===== config.mk =====
export PLATFORM = sky130hd
export DESIGN_NAME = ffpa_walk
export DESIGN_NICKNAME = d
export VERILOG_FILES = /design/src/hdl/ffpa_pkg.sv /design/src/hdl/ffpa_walk.sv
export VERILOG_INCLUDE_DIRS = /design/src /design/src/hdl
export SDC_FILE = /design/constraint.sdc
export NUM_CORES = 1
export LEC_CHECK = 0
export ABC_AREA = 1
export BUFFER_PORTS_ARGS = -buffer_cell sky130_fd_sc_hd__buf_2
export CAP_MARGIN = 20
export CORE_MARGIN = 2
export CORE_UTILIZATION = 45
export CTS_CLUSTER_SIZE = 24
export DETAILED_ROUTE_END_ITERATION = 10
export GPL_TIMING_DRIVEN = 0
export SLEW_MARGIN = 20
export SYNTH_ARGS = -nofsm -noshare
export SYNTH_HDL_FRONTEND = slang
export SYNTH_SLANG_ARGS = --single-unit

===== constraint.sdc =====
create_clock -name clock -period 5.3 [get_ports clock]
set_input_delay 0.265 -clock clock [delete_from_list [all_inputs] [get_ports clock]]
set_output_delay 0.265 -clock clock [all_outputs]
set_load 0.05 [all_outputs]

===== src/hdl/first_fit_pool_allocator_unit_assert.svh =====
// Assertion helpers used by the allocator walker (ffpa_walk).
// Each macro expects signals named clock and reset in the enclosing scope.
`ifndef FIRST_FIT_POOL_ALLOCATOR_UNIT_ASSERT_SVH
`define FIRST_FIT_POOL_ALLOCATOR_UNIT_ASSERT_SVH

// The consequent must hold in the same cycle as the antecedent.
`define FFPA_ASSERT_IMP(label, ante, cons, msg) \
   label: assert property (@(posedge clock) disable iff (reset) (ante) |-> (cons)) \
      else $error(msg);

// The consequent must hold in the cycle after the antecedent.
`define FFPA_ASSERT_NXT(label, ante, cons, msg) \
   label: assert property (@(posedge clock) disable iff (reset) (ante) |=> (cons)) \
      else $error(msg);

`endif


===== src/hdl/ffpa_pkg.sv =====
package ffpa_pkg;

   localparam int ALLOC_SIZE_W  = 17;
   localparam int FREE_OFFSET_W = 16;
   localparam int DATA_OFFSET_W = 16;

   localparam logic OP_ALLOC = 1'b0;
   localparam logic OP_FREE  = 1'b1;

   typedef enum logic [1:0] {
      STATUS_ALLOC     = 2'd0,
      STATUS_NO_FIT    = 2'd1,
      STATUS_FREED     = 2'd2,
      STATUS_NOT_FOUND = 2'd3
   } status_type;

   typedef struct packed {
      logic                     req_type;
      logic [ALLOC_SIZE_W-1:0]  alloc_size;
      logic [FREE_OFFSET_W-1:0] free_offset;
   } ffpa_req_type;

   typedef struct packed {
      status_type               status;
      logic [DATA_OFFSET_W-1:0] data_offset;
   } ffpa_rsp_type;

endpackage


===== src/hdl/ffpa_walk.sv =====
module ffpa_walk #(
   parameter int POOL_BYTES   = 65536,
   parameter int HEADER_BYTES = 8
) (
   input  logic                                                clock,
   input  logic                                                reset,
   input  logic                                                start,
   input  ffpa_pkg::ffpa_req_type                              req,
   input  logic                                                slot_free,
   output logic                                                idle,
   output logic                                                done,
   output ffpa_pkg::ffpa_rsp_type                              rsp,
   output logic                                                mem_re,
   output logic [$clog2((POOL_BYTES+3)/4)-1:0]                 mem_raddr,
   input  logic [$clog2(POOL_BYTES+1):0]                       mem_rdata,
   output logic                                                mem_we,
   output logic [$clog2((POOL_BYTES+3)/4)-1:0]                 mem_waddr,
   output logic [$clog2(POOL_BYTES+1):0]                       mem_wdata
);

   import ffpa_pkg::*;

   localparam int POS_W  = $clog2(POOL_BYTES + 1);
   localparam int NEED_W = ALLOC_SIZE_W + 1;
   localparam int W      = ((POS_W > NEED_W) ? POS_W : NEED_W) + 1;
   localparam int DEPTH  = (POOL_BYTES + 3) / 4;
   localparam int ADDR_W = $clog2(DEPTH);

   localparam logic [W-1:0] HDR  = W'(HEADER_BYTES);
   localparam logic [W-1:0] POOL = W'(POOL_BYTES);

   typedef enum logic [6:0] {
      S_IDLE = 7'b0000001,
      S_RD   = 7'b0000010,
      S_EVAL = 7'b0000100,
      S_WR   = 7'b0001000,
      S_NXT  = 7'b0010000,
      S_MNX  = 7'b0100000,
      S_DONE = 7'b1000000
   } state_type;

   state_type  state_ff, state_in;
   logic       op_ff, op_in;
   logic [W-1:0] need_ff, need_in;
   logic [W-1:0] target_ff, target_in;
   logic [W-1:0] pos_ff, pos_in;
   logic [W-1:0] dpos_ff, dpos_in;
   logic       hit_ff, hit_in;
   logic [W-1:0] prev_pos_ff, prev_pos_in;
   logic [W-1:0] prev_size_ff, prev_size_in;
   logic       prev_free_ff, prev_free_in;
   logic       have_prev_ff, have_prev_in;
   logic [W-1:0] base_pos_ff, base_pos_in;
   logic [W-1:0] base_size_ff, base_size_in;
   status_type status_ff, status_in;
   logic [DATA_OFFSET_W-1:0] off_ff, off_in;

   logic [W-1:0] rd_size;
   logic         rd_free;
   logic [W-1:0] add_a, add_b, add_sum;
   logic [W-1:0] mrg_a, mrg_sum;
   logic [W-1:0] need_hdr;
   logic [W-1:0] rem_size;
   logic [W-1:0] rd_byte;
   logic         fit, split, merge_prev, in_range, nxt_valid;

   assign rd_size = W'(mem_rdata[POS_W-1:0]);
   assign rd_free = mem_rdata[POS_W];

   // Pointer adder shared by the walk, the split point and the successor lookup.
   always_comb begin
      add_a = dpos_ff;
      add_b = rd_size;
      if (state_ff == S_RD) begin
         add_a = pos_ff;
         add_b = HDR;
      end else if (fit) begin
         add_b = need_ff;
      end
   end
   assign add_sum = add_a + add_b;

   // Size adder shared by both merges: a + size read + header.
   assign mrg_a   = (state_ff == S_MNX) ? base_size_ff : prev_size_ff;
   assign mrg_sum = mrg_a + rd_size + HDR;

   assign need_hdr   = need_ff + HDR;
   assign rem_size   = rd_size - need_hdr;
   assign fit        = (op_ff == OP_ALLOC) && rd_free && (rd_size >= need_ff);
   assign split      = rd_size > need_hdr;
   assign merge_prev = have_prev_ff && prev_free_ff;
   assign in_range   = add_sum <= POOL;
   assign nxt_valid  = pos_ff < POOL;

   always_comb begin
      state_in     = state_ff;
      op_in        = op_ff;
      need_in      = need_ff;
      target_in    = target_ff;
      pos_in       = pos_ff;
      dpos_in      = dpos_ff;
      hit_in       = hit_ff;
      prev_pos_in  = prev_pos_ff;
      prev_size_in = prev_size_ff;
      prev_free_in = prev_free_ff;
      have_prev_in = have_prev_ff;
      base_pos_in  = base_pos_ff;
      base_size_in = base_size_ff;
      status_in    = status_ff;
      off_in       = off_ff;
      mem_re       = 1'b0;
      mem_raddr    = pos_ff[ADDR_W+1:2];
      mem_we       = 1'b0;
      mem_waddr    = pos_ff[ADDR_W+1:2];
      mem_wdata    = {1'b0, rd_size[POS_W-1:0]};
      done         = 1'b0;

      unique case (state_ff)
         S_IDLE: begin
            if (start) begin
               op_in        = req.req_type;
               // Round the request up to a multiple of four bytes.
               need_in      = (W'(req.alloc_size) + W'(3)) & ~W'(3);
               target_in    = W'(req.free_offset);
               pos_in       = '0;
               have_prev_in = 1'b0;
               state_in     = S_RD;
            end
         end
         S_RD: begin
            dpos_in = add_sum;
            hit_in  = add_sum == target_ff;
            if (in_range) begin
               mem_re   = 1'b1;
               state_in = S_EVAL;
            end else begin
               status_in = (op_ff == OP_ALLOC) ? STATUS_NO_FIT : STATUS_NOT_FOUND;
               off_in    = '0;
               state_in  = S_DONE;
            end
         end
         S_EVAL: begin
            if (op_ff == OP_ALLOC) begin
               if (fit) begin
                  mem_we    = 1'b1;
                  status_in = STATUS_ALLOC;
                  off_in    = dpos_ff[DATA_OFFSET_W-1:0];
                  if (split) begin
                     // The remainder header goes first; the taken block next cycle.
                     mem_waddr = add_sum[ADDR_W+1:2];
                     mem_wdata = {1'b1, rem_size[POS_W-1:0]};
                     state_in  = S_WR;
                  end else begin
                     mem_wdata = {1'b0, rd_size[POS_W-1:0]};
                     state_in  = S_DONE;
                  end
               end else begin
                  pos_in   = add_sum;
                  state_in = S_RD;
               end
            end else if (hit_ff) begin
               base_pos_in  = merge_prev ? prev_pos_ff : pos_ff;
               base_size_in = merge_prev ? mrg_sum : rd_size;
               pos_in       = add_sum;
               status_in    = STATUS_FREED;
               off_in       = '0;
               state_in     = S_NXT;
            end else begin
               prev_pos_in  = pos_ff;
               prev_size_in = rd_size;
               prev_free_in = rd_free;
               have_prev_in = 1'b1;
               pos_in       = add_sum;
               state_in     = S_RD;
            end
         end
         S_WR: begin
            mem_we    = 1'b1;
            mem_wdata = {1'b0, need_ff[POS_W-1:0]};
            state_in  = S_DONE;
         end
         S_NXT: begin
            if (nxt_valid) begin
               mem_re   = 1'b1;
               state_in = S_MNX;
            end else begin
               mem_we    = 1'b1;
               mem_waddr = base_pos_ff[ADDR_W+1:2];
               mem_wdata = {1'b1, base_size_ff[POS_W-1:0]};
               state_in  = S_DONE;
            end
         end
         S_MNX: begin
            mem_we    = 1'b1;
            mem_waddr = base_pos_ff[ADDR_W+1:2];
            mem_wdata = rd_free ? {1'b1, mrg_sum[POS_W-1:0]}
                                : {1'b1, base_size_ff[POS_W-1:0]};
            state_in  = S_DONE;
         end
         S_DONE: begin
            if (slot_free) begin
               done     = 1'b1;
               state_in = S_IDLE;
            end
         end
         default: begin
            state_in = S_IDLE;
         end
      endcase
   end

   always_ff @(posedge clock) begin
      if (reset) begin
         state_ff <= S_IDLE;
      end else begin
         state_ff <= state_in;
      end
   end

   always_ff @(posedge clock) begin
      op_ff        <= op_in;
      need_ff      <= need_in;
      target_ff    <= target_in;
      pos_ff       <= pos_in;
      dpos_ff      <= dpos_in;
      hit_ff       <= hit_in;
      prev_pos_ff  <= prev_pos_in;
      prev_size_ff <= prev_size_in;
      prev_free_ff <= prev_free_in;
      have_prev_ff <= have_prev_in;
      base_pos_ff  <= base_pos_in;
      base_size_ff <= base_size_in;
      status_ff    <= status_in;
      off_ff       <= off_in;
   end

   assign idle            = state_ff == S_IDLE;
   assign rsp.status      = status_ff;
   assign rsp.data_offset = off_ff;

   assign rd_byte = W'({mem_raddr, 2'b00});

`include "first_fit_pool_allocator_unit_assert.svh"

   `FFPA_ASSERT_IMP(a_no_rw_clash, mem_we, !mem_re, "header read and write in one cycle")
   `FFPA_ASSERT_IMP(a_done_slot, done, slot_free, "result issued while output slot is full")
   `FFPA_ASSERT_IMP(a_read_bound, mem_re, rd_byte < POOL, "header read beyond the pool")
   `FFPA_ASSERT_NXT(a_done_idle, done, state_ff == S_IDLE, "walker not idle after a result")

endmodule


==> results, run 1 <==
- The flow ran to the end, and the final reports show no timing, DRC or antenna violations.
- TritonCTS built the clock tree.
- The element type at the critical path start is a flop.
- The nature of the critical path endpoint is a primary output.
- Along the worst hold path, the cell count comes to 1.
- The depth of the worst register-to-register path is 29.
- The source-to-sink clock delay at the later pin of the worst-skew pair is 0.44 ns.
- The die covers 0.0275 sq mm.
- The cell at the root of the clock tree is sky130_fd_sc_hd__clkbuf_16.
- The largest net degree at the start of global routing is 30.
- Setup violations remaining at the end of the flow were counted as 0.
- For this run, the number of standard cells in the final layout without fillers is 2012.
- The first global-routing pass estimated 58200 um of wire.
- After synthesis the netlist holds a flip-flop and latch count of 161.
- The via count of the routed design is 11018.
- At the end of the flow, the number of nets in the layout was 1802.
- After routing the design area is 0.0139 sq mm.
- The end point of the worst hold path is prev_size_ff[0]$_DFFE_PP_.
- The clock transition at the registers of the reported paths is 0.07 ns.
- The routed wire length per instance is 18.7 um.
- The total count of hold-check failures in the final report is 0.
- The per-cell via count in the routed design is 5.48.
- By count the netlist is led by 378 x sky130_fd_sc_hd__nand2_1, 221 x sky130_fd_sc_hd__inv_1, 154 x sky130_fd_sc_hd__edfxtp_1, 118 x sky130_fd_sc_hd__nor2_1, 94 x sky130_fd_sc_hd__o21ai_0.
- Row generation in the floorplan step produced 59 rows.
- Summing all placed instances gives a cell area of 0.0129 sq mm.
- Of the cells placed in the final design, the portion with a size suffix greater than 1 is 16.9%.
- The number of buffers added by the clock tree synthesis step is 17.
- Data arrives at the worst endpoint at 4.82 ns.
- At the end of routability-driven placement, the weighted congestion stood at 0.959.
- The maximum clock path buffer count is 2.
- The cell accounting for the most synthesized area is sky130_fd_sc_hd__edfxtp_1.
- The class of the tightest hold or removal check is primary input to flop.
- In this run, synthesis inferred 154 flip-flops with an integrated enable.
- The average instance area after synthesis is 7.93 sq um.
- The sink count of the clock tree is 161.
- For this run, the detailed router's first-pass iteration total came to 5.
- After floorplanning, the core was sized to cover 0.0258 sq mm.
- 0 antenna diodes ended up in the layout.
- The startpoint identified for the worst hold timing path is mem_rdata[0].
- The total detailed-routing wirelength is 37700 um.
- The H-tree generated during clock tree synthesis spans 4 levels.
- The via count of the first global-routing pass is 10355.
- The worst reg2reg path startpoint is need_ff[15]$_DFFE_PP_.
- The number of pins with negative max-slew slack in the final report was 0.
- By instance count, the cell type seen most on the critical path is sky130_fd_sc_hd__nand2_1.
- The share of the Yosys chip area taken by registers is 40.5%.
- The share of flip-flops with an asynchronous set or reset after synthesis is 0%.
- The largest single stage delay on the critical path is 0.49 ns.
- The clock period could shrink to 5.09 ns.
- The area of the multi-input gates is 0.00602 sq mm.
- In the post-synthesis netlist, the cell with the most instances is sky130_fd_sc_hd__nand2_1.
- Compared with the post-synthesis result, the final layout area differs by 18.4%.
- For the final database, setup skew stands at 0.0130 ns.
- The endpoint identified for the worst register-to-register timing path is status_ff[1]$_DFFE_PP_.
- The slowest stage of the critical path belongs to the cell sky130_fd_sc_hd__edfxtp_1.
- The area share of the largest cell type after synthesis is 39.3%.
- The count of yosys warnings during synthesis is 0.
- The horizontal die dimension is 166 um.
- In this run the remaining antenna-violating nets after routing total 0.
- During I/O placement, the number of pins put on the boundary was 124.
- The global-route usage over all layers is 27.5%.
- Data on the critical path is required at its endpoint by 5.04 ns.
- After layout, the worst path uses 96.0% of the clock period.
- Counting the fill cells in the layout gives 2496.
- In this run, placement finished with an instance count of 1945.
- Ranked by total cell area, the synthesized netlist is headed by sky130_fd_sc_hd__edfxtp_1 39%, sky130_fd_sc_hd__nand2_1 12%, sky130_fd_sc_hd__ha_1 8.4%.
- Measured against its own limit, the worst slew margin works out to 40.7%.
- The main flop type after synthesis is sky130_fd_sc_hd__edfxtp_1.
- The HPWL after detailed placement is 29300 um.
- The number of nets in the synthesized netlist is 1622.
- The highest attainable clock frequency is 197 MHz.
- After technology mapping, the gate count stands at 1484.
- The storage element area is 0.00476 sq mm.
- In the routed design, unresolved DRC markers number 0.
- For this block, the initial DRC count from the detailed router was 1244.
- The synthesized netlist occupies a cell area of 0.0118 sq mm.
- Of all nets on the critical path, the largest fanout is 5.
- The starting density of the core is 45.6%.
- Summed over all failing endpoints, the final setup total negative slack is 0 ns.
- At the pin with the least slew margin, the transition time is 0.882 ns.
- The number of antenna violations at the first check in global routing is 0.
- The maximum VDD drop is 0.236 mV.
- For this run the aggregate overflow at the end of global routing stands at 0.
- The analysis attributes to cell leakage a power of 6.49 nW.
- The critical path in this run is classified as flop to primary output.
- The count of cell types in the netlist is 54.
- The ratio of total power to cell area is 334 mW/mm^2.
- Max-cap violations in this run came to 0.
- The register-to-register path setup slack is 0.52 ns.
- The die outline height is 166 um.
- The number of port buffers is 123.
-- through the flow --
| step | hold WS, ns | utilization (%) | total power [mW] | setup slack, ns |
|---|---|---|---|---|
| 2_1_floorplan | 0.337 | - | 2.81 | 0.115 |
| 3_3_place_gp | 0.441 | 49.6 | 3.27 | -0.650 |
| 3_5_place_dp | 0.443 | 50.0 | 3.31 | -0.717 |
| 4_1_cts | 0.0465 | 53.4 | 4.62 | 0.00930 |
| 5_1_grt | 0.0526 | 53.9 | 4.91 | -0.0205 |
| 6_report | 0.0539 | 53.9 | 4.66 | 0.213 |
-- final cells by class --
type	instances	share of cell area [%]
plain buffers	41	1.82
clock buffers	17	3.05
clock inverters	15	1.16
repair buffers	161	7.34
flip-flops and latches	161	34.2
inverters	230	6.24
multi-input cells	1052	43.2
well taps	335	3.01
-- how the worst max path moves through the flow --
| stage | start | end | slack (ns) | depth (start not counted) |
|---|---|---|---|---|
| final | need_ff[15]$_DFFE_PP_ | mem_waddr[5] | 0.21 | 25 |
| after global routing | need_ff[3]$_DFFE_PP_ | mem_re | -0.02 | 29 |
| after CTS | need_ff[6]$_DFFE_PP_ | mem_re | 0.009 | 30 |
| after detailed placement | need_ff[3]$_DFFE_PP_ | off_ff[10]$_SDFFCE_PP0P_ | -0.72 | 27 |
| after global placement | need_ff[3]$_DFFE_PP_ | off_ff[10]$_SDFFCE_PP0P_ | -0.65 | 27 |
| after floorplan | state_ff[6]$_SDFFE_PP0P_ | pos_ff[0]$_SDFFCE_PN0P_ | 0.11 | 8 |
-- metal layers --
layer | GRT usage (%) | wire (um) | share of wire (%)
met3 | 4.36 | 3170 | 8.4
met5 | 0 | 0 | 0
met1 | 39.4 | 16700 | 44
met4 | 9.41 | 1180 | 3.1
met2 | 42.4 | 16600 | 44
-- kinds of logic (layout without fill, tap and decap cells) --
family	Yosys count	count (layout)	synth area share (%)
buffers and inverters	271	464	9.36
DFF	161	161	40.5
and+or+nand+nor	653	653	24.4
other	1	1	0.0319
xor gates and xnor gates	64	64	4.76
adders and majority gates	82	82	8.91
AOI/OAI and AO/OA	252	252	12.1
-- power breakdown --
group          switching (mW)  total [mW]  leakage (nW)  internal, mW
clock                   0.631        1.26         0.286         0.633
sequential             0.0730        1.62          1.49          1.54
combinational            1.22        1.78          4.70         0.553
-- state kept, by name (all words and copies together), names as in the netlist --
name,count
status_ff,2
prev_free_ff,1
have_prev_ff,1
hit_ff,1
prev_pos_ff,14
dpos_ff,19
prev_size_ff,17
op_ff,1
base_pos_ff,14
need_ff,16
base_size_ff,17
state_ff,7
target_ff,16
off_ff,16
pos_ff,19
-- cell usage in the layout, fill, tap and decap left out, drive strengths merged, types with 3 or more instances in the layout --
master,instances
nand2,391
inv,236
buf,169
edfxtp,154
nor2,127
o21ai,98
a21oi,91
ha,79
nand3,58
xor2,49
clkbuf,33
nor3,27
nand4,26
o22ai,18
dlygate4sd3,17
xnor2,15
nor4,10
o211ai,10
a22oi,8
dfxtp,7
clkinv,7
a211oi,5
a31oi,5
o21bai,4
nand3b,4
or2,4
and2,3
a21boi,3
o31ai,3
fa,3
-- worst max-delay path: cells and delay by family (launching register included) --
family          cells  cell delay [ns]
simple gates       13             1.49
buf+inv             6             0.81
fa+ha+maj           2             0.63
flops               1             0.49
xor+xnor            1             0.49
compound gates      3             0.46
-- timing repair --
item | in CTS | in global routing
hold endpoints to repair | 17 | 0
buffers inserted | 9 | 9
resized for setup | 26 | 24
pin swaps | 2 | 4
setup endpoints to repair | 29 | 29
hold buffers | 17 | 0
cloned | 0 | 0
Power figures use the tool's default switching activity.
==> run 2, diff against run 1 <==
--- a/config.mk
+++ b/config.mk
@@ -9,11 +9,14 @@
 export ABC_AREA = 1
 export BUFFER_PORTS_ARGS = -buffer_cell sky130_fd_sc_hd__buf_2
 export CAP_MARGIN = 20
+export CELL_PAD_IN_SITES_DETAIL_PLACEMENT = 0
+export CELL_PAD_IN_SITES_GLOBAL_PLACEMENT = 1
 export CORE_MARGIN = 2
 export CORE_UTILIZATION = 45
 export CTS_CLUSTER_SIZE = 24
 export DETAILED_ROUTE_END_ITERATION = 10
 export GPL_TIMING_DRIVEN = 0
+export PLACE_DENSITY_LB_ADDON = 0.1
 export SLEW_MARGIN = 20
 export SYNTH_ARGS = -nofsm -noshare
 export SYNTH_HDL_FRONTEND = slang
==> run 2 against run 1 <==
  * Combinational power hardly changed
  * First-iteration DRC count is 1.8% lower
  * Sequential share of layout area is 0.26 points lower
  * Clock-buffer cell count stayed put
  * Cell count is 0.40% higher
  * Sequential cell count stayed put
  * Clock power is 3% higher
  * Critical endpoint is now mem_waddr[6]
  * Largest cell class unchanged
==> results, run 2 (same netlist as run 1, synthesis figures left out) <==
- The number of antenna violations at the first check in global routing came to 0 (unchanged).
- The total detailed-routing wirelength is 38000 um (+0.74%).
- From synthesis to final layout, the design area changed by 19.3%.
- The overall die area is 0.0275 sq mm (unchanged).
- The half-perimeter wire length of the detailed placement result is 29900 um (+2.3%).
- The largest net degree at the start of global routing is 21 (-30%).
- The global-route usage over all layers is 27.3% (-0.11 points).
- The cell-internal power is 2.75 mW (+0.68%).
- The via count of the routed design was 10903 (-1.0%).
- The worst-case setup margin in the final layout is 0.240 ns (+0.0274 ns).
- The peak fanout along the critical path was 10 (+5).
- The count of endpoints failing setup in the final report is 0 (unchanged).
- The total congestion overflow was 0 (unchanged).
- The via count of the first global-routing pass came to 10039 (-3.1%).
- The maximum VDD drop is 0.192 mV (-19%).
- The clock transition at the registers of the reported paths is 0.08 ns (about the same).
- The worst setup path is launched from a flop.
- The library cell used most frequently in the layout, excluding fill and tap cells, is sky130_fd_sc_hd__nand2_1.
- The H-tree depth reported by CTS is 4 (unchanged).
- The sequential cell fraction of total power was 34.4% (-0.3 points).
- The net switching power is 1.95 mW (+1.3%).
- The core box area was 0.0258 sq mm (unchanged).
- The clock tree from TritonCTS is done.
- The number of buffers added by the clock tree synthesis step came to 17 (unchanged).
- The wire length of the first global-routing pass is 57800 um (-0.74%).
- The detailed router's first-iteration violation count was 1221 (-1.8%).
- The part of the power in the clock network came to 27.7% (+0.6 points).
- The layout cell share with drive strength beyond 1 is 17.2% (+0.28 points).
- The arrival time reported for the critical path endpoint is 4.79 ns (-0.03 ns).
- The run finished with clean final reports.
- In the layout the commonest cells are 375 x sky130_fd_sc_hd__nand2_1, 210 x sky130_fd_sc_hd__inv_1, 154 x sky130_fd_sc_hd__edfxtp_1.
- The starting density of the core is 45.6% (unchanged).
- The cell at the root of the clock tree is sky130_fd_sc_hd__clkbuf_16.
- The number of ports placed on the die boundary is 124 (unchanged).
- The fraction of power spent switching nets is 41.5% (+0.14 points).
- The per-cell via count in the routed design is 5.40 (-1.4%).
- The number of pins with negative max-slew slack in the final report is 0 (unchanged).
- The routed wire length per instance came to 18.8 um (+0.34%).
- The weighted congestion reported at the end of routability-driven placement is 0.893 (-6.9%).
- The highest attainable clock frequency is 198 MHz (+0.54%).
- The die outline height was 166 um (unchanged).
- The worst clock skew came to 0.0114 ns (-0.00158 ns).
- The post-route total power was 4.70 mW (+0.92%).
- The source-to-sink clock delay at the later pin of the worst-skew pair came to 0.45 ns (about the same).
- The final critical-path required period came to 5.06 ns (-0.0274 ns).
- The total count of hold-check failures in the final report is 0 (unchanged).
- The number of maximum-capacitance constraint violations came to 0 (unchanged).
- The largest registers in the layout are dpos_ff x19, pos_ff x19.
- The remaining max-slew budget at the tightest pin is 34.5% (-6.2 points).
- The total negative slack for setup checks was 0 ns (unchanged).
- The required time of the worst setup path came to 5.04 ns (about the same).
- The post-placement setup slack is -0.907 ns (-0.191 ns).
- The maximum clock path buffer count came to 2 (unchanged).
- The nature of the critical path endpoint is a primary output.
- The final period utilization was 95.5% (-0.52 points).
- The critical path is of the flop to primary output type.
- The number of core rows is 59 (unchanged).
- The number of port buffers is 123 (unchanged).
- The horizontal die dimension was 166 um (unchanged).
- The number of nets with antenna violations after routing is 0 (unchanged).
- The class of the tightest hold or removal check is primary input to flop.
- The antenna diode count was 0 (unchanged).
- The transition time at the pin with the least slew margin is 0.974 ns (+0.0919 ns).
- The net total in the final layout is 1810 (+0.44%).
- The ratio of total power to cell area was 335 mW/mm^2 (+0.15%).
- The number of search-and-repair iterations in the first detailed-routing pass was 7 (+2).
- The leakage power of the design is 6.55 nW (+0.98%).
- The sink count of the clock tree is 161 (unchanged).
- The combinational group share of total power is 37.9% (-0.3 points).
- The DRC violation count after routing is 0 (unchanged).
[run 2: final timing paths]
check / cells after the start / endpoint / startpoint / slack (ns)
min: 1 / target_ff[5]$_DFFE_PP_ / req[5] / 0.009
max reg2reg: 28 / off_ff[15]$_SDFFCE_PP0P_ / need_ff[10]$_DFFE_PP_ / 0.59
max: 24 / mem_waddr[6] / need_ff[10]$_DFFE_PP_ / 0.24
min reg2reg: 0 / prev_pos_ff[11]$_DFFE_PP_ / pos_ff[11]$_SDFFCE_PN0P_ / 0.50
[run 2: metrics by stage]
step,hold slack [ns],cell area [sq um],instances,utilization (%)
detailed placement,0.444,12900,1946,50.1
global route,0.0000544,14000,2020,54.3
CTS,0.00182,13800,2000,53.5
global placement,0.442,12800,1942,49.6
floorplan,0.337,11800,1484,-
finish,0.00897,14000,2020,54.3
[run 2: power groups by stage]
stage | Combinational, mW | Clock (mW) | Sequential, mW
after CTS | 1.71 | 1.31 | 1.62
after detailed placement | 1.67 | 0 | 1.65
final | 1.78 | 1.30 | 1.62
after global placement | 1.64 | 0 | 1.65
after floorplan | 1.17 | 0 | 1.64
after global routing | 1.96 | 1.35 | 1.63
[run 2: cell type report]
cell class                 count  area, sq um
inverter                     230          875
clock inverter                15          190
sequential                   161         4760
tap                          335          419
fill                        2554        11800
multi-input combinational   1052         6010
buffer                        41          255
timing repair buffer         169         1100
clock buffer                  17          425
[run 2: layer usage]
metal  track usage (%)  part of all wire (%)  vias up
met4              7.37                   1.8        0
met2              41.5                    44      415
li1                  -                     -     5332
met1              41.0                    46     5107
met5                 0                     0        -
met3              3.84                   8.0       49
[run 2: repair_timing]
item	CTS	global route
endpoints found under the setup margin	31	27
hold buffers	16	0
resized for setup	22	27
buffers inserted	6	20
pin swaps	3	3
cloned	0	0
endpoints found under the hold margin	16	0
[run 2: worst max-delay path, stage by stage (launching register included)]
cell                       delay [ns]
sky130_fd_sc_hd__edfxtp_1        0.44
sky130_fd_sc_hd__inv_4           0.15
sky130_fd_sc_hd__ha_1            0.28
sky130_fd_sc_hd__a21oi_1         0.16
sky130_fd_sc_hd__o21ai_0         0.11
sky130_fd_sc_hd__o21ai_2         0.17
sky130_fd_sc_hd__nand3_2         0.13
sky130_fd_sc_hd__nand2_4         0.13
sky130_fd_sc_hd__inv_4           0.07
sky130_fd_sc_hd__clkbuf_8        0.17
sky130_fd_sc_hd__nor3_4          0.16
sky130_fd_sc_hd__ha_2            0.21
sky130_fd_sc_hd__inv_1           0.05
sky130_fd_sc_hd__fa_1            0.40
sky130_fd_sc_hd__inv_1           0.10
sky130_fd_sc_hd__nand3_1         0.08
sky130_fd_sc_hd__nand2_2         0.13
sky130_fd_sc_hd__nand2_1         0.08
sky130_fd_sc_hd__nand2_2         0.10
sky130_fd_sc_hd__xor2_2          0.39
sky130_fd_sc_hd__inv_1           0.07
sky130_fd_sc_hd__nor2_1          0.22
sky130_fd_sc_hd__a21oi_1         0.10
sky130_fd_sc_hd__o21ai_0         0.12
sky130_fd_sc_hd__buf_2           0.32
==> run 3, diff against run 2 <==
--- a/config.mk
+++ b/config.mk
@@ -7,7 +7,7 @@
 export NUM_CORES = 1
 export LEC_CHECK = 0
 export ABC_AREA = 1
-export BUFFER_PORTS_ARGS = -buffer_cell sky130_fd_sc_hd__buf_2
+export BUFFER_PORTS_ARGS = -buffer_cell sky130_fd_sc_hd__buf_4
 export CAP_MARGIN = 20
 export CELL_PAD_IN_SITES_DETAIL_PLACEMENT = 0
 export CELL_PAD_IN_SITES_GLOBAL_PLACEMENT = 1
==> constraint.sdc (replaced) <==
create_clock -name clock -period 5.3 [get_ports clock]
set_input_delay 1.06 -clock clock [delete_from_list [all_inputs] [get_ports clock]]
set_output_delay 1.06 -clock clock [all_outputs]
set_load 0.05 [all_outputs]
==> run 3 against run 2 <==
  * The flow now finishes with violations (setup timing)
  * Hold slack better by 0.49 ns
  * Global-route usage is 1.1 points higher
  * Critical path type is now primary input to primary output
  * Sequential cell count stayed put
==> results, run 3 (same netlist as run 1, synthesis figures left out) <==
- The fraction of power spent switching nets was 41.0% (-0.50 points).
- The count of fill cells added during filler insertion is 2322 (-9.1%).
- TritonCTS built the clock tree.
- The routed length on met2 is 18200 um (+9.7%).
- The highest attainable clock frequency is 175 MHz (-11%).
- The nature of the critical path endpoint is a primary output.
- The count of endpoints failing setup in the final report is 11 (+11).
- The area of the multi-input gates is 0.00704 sq mm (+17%).
- The DRC violation count after routing is 0 (unchanged).
- The half-perimeter wire length of the detailed placement result was 30100 um (+0.59%).
- In the layout the commonest cells are 324 x sky130_fd_sc_hd__nand2_1, 204 x sky130_fd_sc_hd__inv_1, 179 x sky130_fd_sc_hd__buf_4.
- The largest net degree at the start of global routing came to 30 (+43%).
- The sequential cell fraction of total power is 30.1% (-4.3 points).
- Setup repair after global routing could not meet its margin everywhere.
- The placed instance area is 0.0133 sq mm (+2.5%).
- The total congestion overflow is 0 (unchanged).
- The net switching power is 2.22 mW (+13%).
- By startpoint and endpoint, the worst setup path is classified as primary input to primary output.
- The final period utilization was 108% (+12 points).
- The number of antenna violations at the first check in global routing came to 0 (unchanged).
- The antenna diode count came to 0 (unchanged).
- The via count of the first global-routing pass was 10675 (+6.3%).
- The class of the tightest hold or removal check is flop to flop.
- The layout cell share with drive strength beyond 1 is 29.5% (+12 points).
- The horizontal die dimension is 166 um (unchanged).
- The flow ran to the end, but the final reports show violations.
- The met3 layer wire length in the routed design is 3140 um (+3.3%).
- The via count of the routed design came to 11219 (+2.9%).
- The H-tree depth reported by CTS is 4 (unchanged).
- The cell-internal power is 3.18 mW (+16%).
- The ratio of total power to cell area is 342 mW/mm^2 (+2.2%).
- The final critical-path required period was 5.71 ns (+0.655 ns).
- The routed wire length per instance is 19.7 um (+4.6%).
- The worst-case setup margin in the final layout is -0.415 ns (-0.655 ns).
- The combinational group share of total power was 45.1% (+7.2 points).
- The net total in the final layout was 1839 (+1.6%).
- The required time of the worst setup path was 4.24 ns (-0.80 ns).
- The global-route usage over all layers is 28.4% (+1.1 points).
- The clock transition at the registers of the reported paths was 0.08 ns (about the same).
- The number of cells in the design after placement is 1945 (-0.051%).
- The wire length of the first global-routing pass came to 60200 um (+4.1%).
- The post-placement setup slack came to -1.28 ns (-0.372 ns).
- The number of standard cells in the layout, taps in and fillers out was 2049 (+1.4%).
- The worst clock skew is 0.0178 ns (+0.00633 ns).
- The storage element area is 0.00476 sq mm (unchanged).
- The number of search-and-repair iterations in the first detailed-routing pass is 5 (-2).
- The per-cell via count in the routed design is 5.48 (+1.4%).
- The sink count of the clock tree was 161 (unchanged).
- The transition time at the pin with the least slew margin is 0.966 ns (-0.00836 ns).
- The remaining max-slew budget at the tightest pin came to 35.6% (+1.1 points).
- The source-to-sink clock delay at the later pin of the worst-skew pair is 0.44 ns (about the same).
- The arrival time reported for the critical path endpoint came to 4.65 ns (-0.14 ns).
- In the final layout, the registers with the most flip-flops are dpos_ff x19, pos_ff x19.
- The core box area is 0.0258 sq mm (unchanged).
- The die outline height is 166 um (unchanged).
- The total detailed-routing wirelength came to 40300 um (+6.1%).
- The number of buffers added by the clock tree synthesis step is 17 (unchanged).
- STA classifies the critical path startpoint as a primary input.
- The cell at the root of the clock tree is sky130_fd_sc_hd__clkbuf_16.
- The number of core rows was 59 (unchanged).
- The checks that failed: setup timing.
- The most common cell after layout, fill and taps aside is sky130_fd_sc_hd__nand2_1.
- The maximum VDD drop is 0.195 mV (+1.5%).
- The part of the power in the clock network was 24.8% (-2.9 points).
- The layout-stage area growth over the synthesis result is 34.0%.
- The peak fanout along the critical path is 10 (unchanged).
- The number of port buffers is 123 (unchanged).
- The overall die area is 0.0275 sq mm (unchanged).
- The detailed router's first-iteration violation count came to 1261 (+3.3%).
- The design area is 0.0158 sq mm (+12%).
- The leakage power of the design is 7.05 nW (+7.6%).
- The total count of hold-check failures in the final report is 0 (unchanged).
- The post-cts hold buffer count is 0 (-16).
- The number of nets with antenna violations after routing is 0 (unchanged).
- The wire length on met1 is 17900 um (+1.4%).
- The final standard cell utilization of the core is 61.1% (+6.7 points).
- The weighted congestion reported at the end of routability-driven placement is 0.923 (+3.3%).
- The starting density of the core is 45.6% (unchanged).
- The number of ports placed on the die boundary is 124 (unchanged).
- The number of pins with negative max-slew slack in the final report is 0 (unchanged).
- The top layer reached by signal wires is met4.
- The maximum clock path buffer count is 2 (unchanged).
- The number of maximum-capacitance constraint violations is 0 (unchanged).
## run 3: cell count changes in the layout (fill, tap and decap cells not counted), moves of 16 or more
cell,change
sky130_fd_sc_hd__ha_1,-29
sky130_fd_sc_hd__a21oi_2,+23
sky130_fd_sc_hd__buf_6,+26
sky130_fd_sc_hd__buf_2,-123
sky130_fd_sc_hd__nand2_1,-51
sky130_fd_sc_hd__buf_4,+138
sky130_fd_sc_hd__ha_4,+25
sky130_fd_sc_hd__dlygate4sd3_1,-16
sky130_fd_sc_hd__nor2_1,-17
sky130_fd_sc_hd__a21oi_1,-27
sky130_fd_sc_hd__nand2_2,+41
## run 3: what timing repair did
item	in CTS	in global routing
pin swaps	43	70
gates resized for setup	158	153
setup buffers	37	34
setup endpoints to repair	41	46
cloned	0	1
## run 3: final timing paths
| check | start | endpoint | slack, ns | cells after the start |
|---|---|---|---|---|
| setup / recovery | mem_rdata[3] | mem_re | -0.41 | 26 |
| hold / removal | pos_ff[8]$_SDFFCE_PN0P_ | prev_pos_ff[8]$_DFFE_PP_ | 0.50 | 0 |
| setup reg to reg | need_ff[4]$_DFFE_PP_ | off_ff[13]$_SDFFCE_PP0P_ | 0.15 | 30 |
| hold reg to reg | pos_ff[8]$_SDFFCE_PN0P_ | prev_pos_ff[8]$_DFFE_PP_ | 0.50 | 0 |
## run 3: layout make-up
| type | count | share of cell area, % |
|---|---|---|
| clock inverters | 15 | 1.33 |
| well taps | 335 | 2.66 |
| flip-flops and latches | 161 | 30.2 |
| plain buffers | 41 | 1.98 |
| repair buffers | 198 | 10.9 |
| inverters | 230 | 5.57 |
| multi-input cells | 1052 | 44.6 |
| clock buffers | 17 | 2.70 |
## run 3: worst max-delay path, cell delays in order
cell                       delay, ns
sky130_fd_sc_hd__buf_4          0.16
sky130_fd_sc_hd__ha_4           0.30
sky130_fd_sc_hd__nand4_1        0.13
sky130_fd_sc_hd__nor3_2         0.25
sky130_fd_sc_hd__a22oi_2        0.09
sky130_fd_sc_hd__nand3_2        0.11
sky130_fd_sc_hd__nand2_4        0.10
sky130_fd_sc_hd__clkinv_4       0.09
sky130_fd_sc_hd__clkbuf_8       0.18
sky130_fd_sc_hd__o21ai_0        0.08
sky130_fd_sc_hd__a21oi_1        0.19
sky130_fd_sc_hd__ha_2           0.33
sky130_fd_sc_hd__a21oi_1        0.18
sky130_fd_sc_hd__nand2_1        0.11
sky130_fd_sc_hd__a21oi_2        0.17
sky130_fd_sc_hd__nand2_1        0.10
sky130_fd_sc_hd__nand2_2        0.09
sky130_fd_sc_hd__nand2_2        0.09
sky130_fd_sc_hd__nor2_2         0.09
sky130_fd_sc_hd__nand2_1        0.09
sky130_fd_sc_hd__nor2_4         0.12
sky130_fd_sc_hd__nand3_2        0.11
sky130_fd_sc_hd__nand2_2        0.11
sky130_fd_sc_hd__nand2_4        0.07
sky130_fd_sc_hd__nand2_4        0.09
sky130_fd_sc_hd__buf_8          0.14
## run 3: power by group through the flow
stage	Clock [mW]	Sequential, mW	Combinational, mW
2_1_floorplan	0	1.64	1.18
3_3_place_gp	0	1.65	1.69
3_5_place_dp	0	1.65	1.72
4_1_cts	1.35	1.62	2.05
5_1_grt	1.40	1.63	2.62
6_report	1.34	1.63	2.44
## run 3: metal layers
| metal | vias up | global-route usage, % |
|---|---|---|
| met4 | 0 | 7.90 |
| met2 | 448 | 44.4 |
| met1 | 5335 | 41.2 |
| met3 | 68 | 4.39 |
| met5 | - | 0 |
| li1 | 5368 | - |
## run 3: per-stage QoR
step	hold slack (ns)	power [mW]	TNS, ns
after global placement	0.475	3.35	-30.69
after detailed placement	0.476	3.38	-30.89
after floorplan	0.451	2.82	0
after CTS	0.494	5.02	-1.53
after global routing	0.530	5.66	-4.49
final	0.499	5.40	-1.77
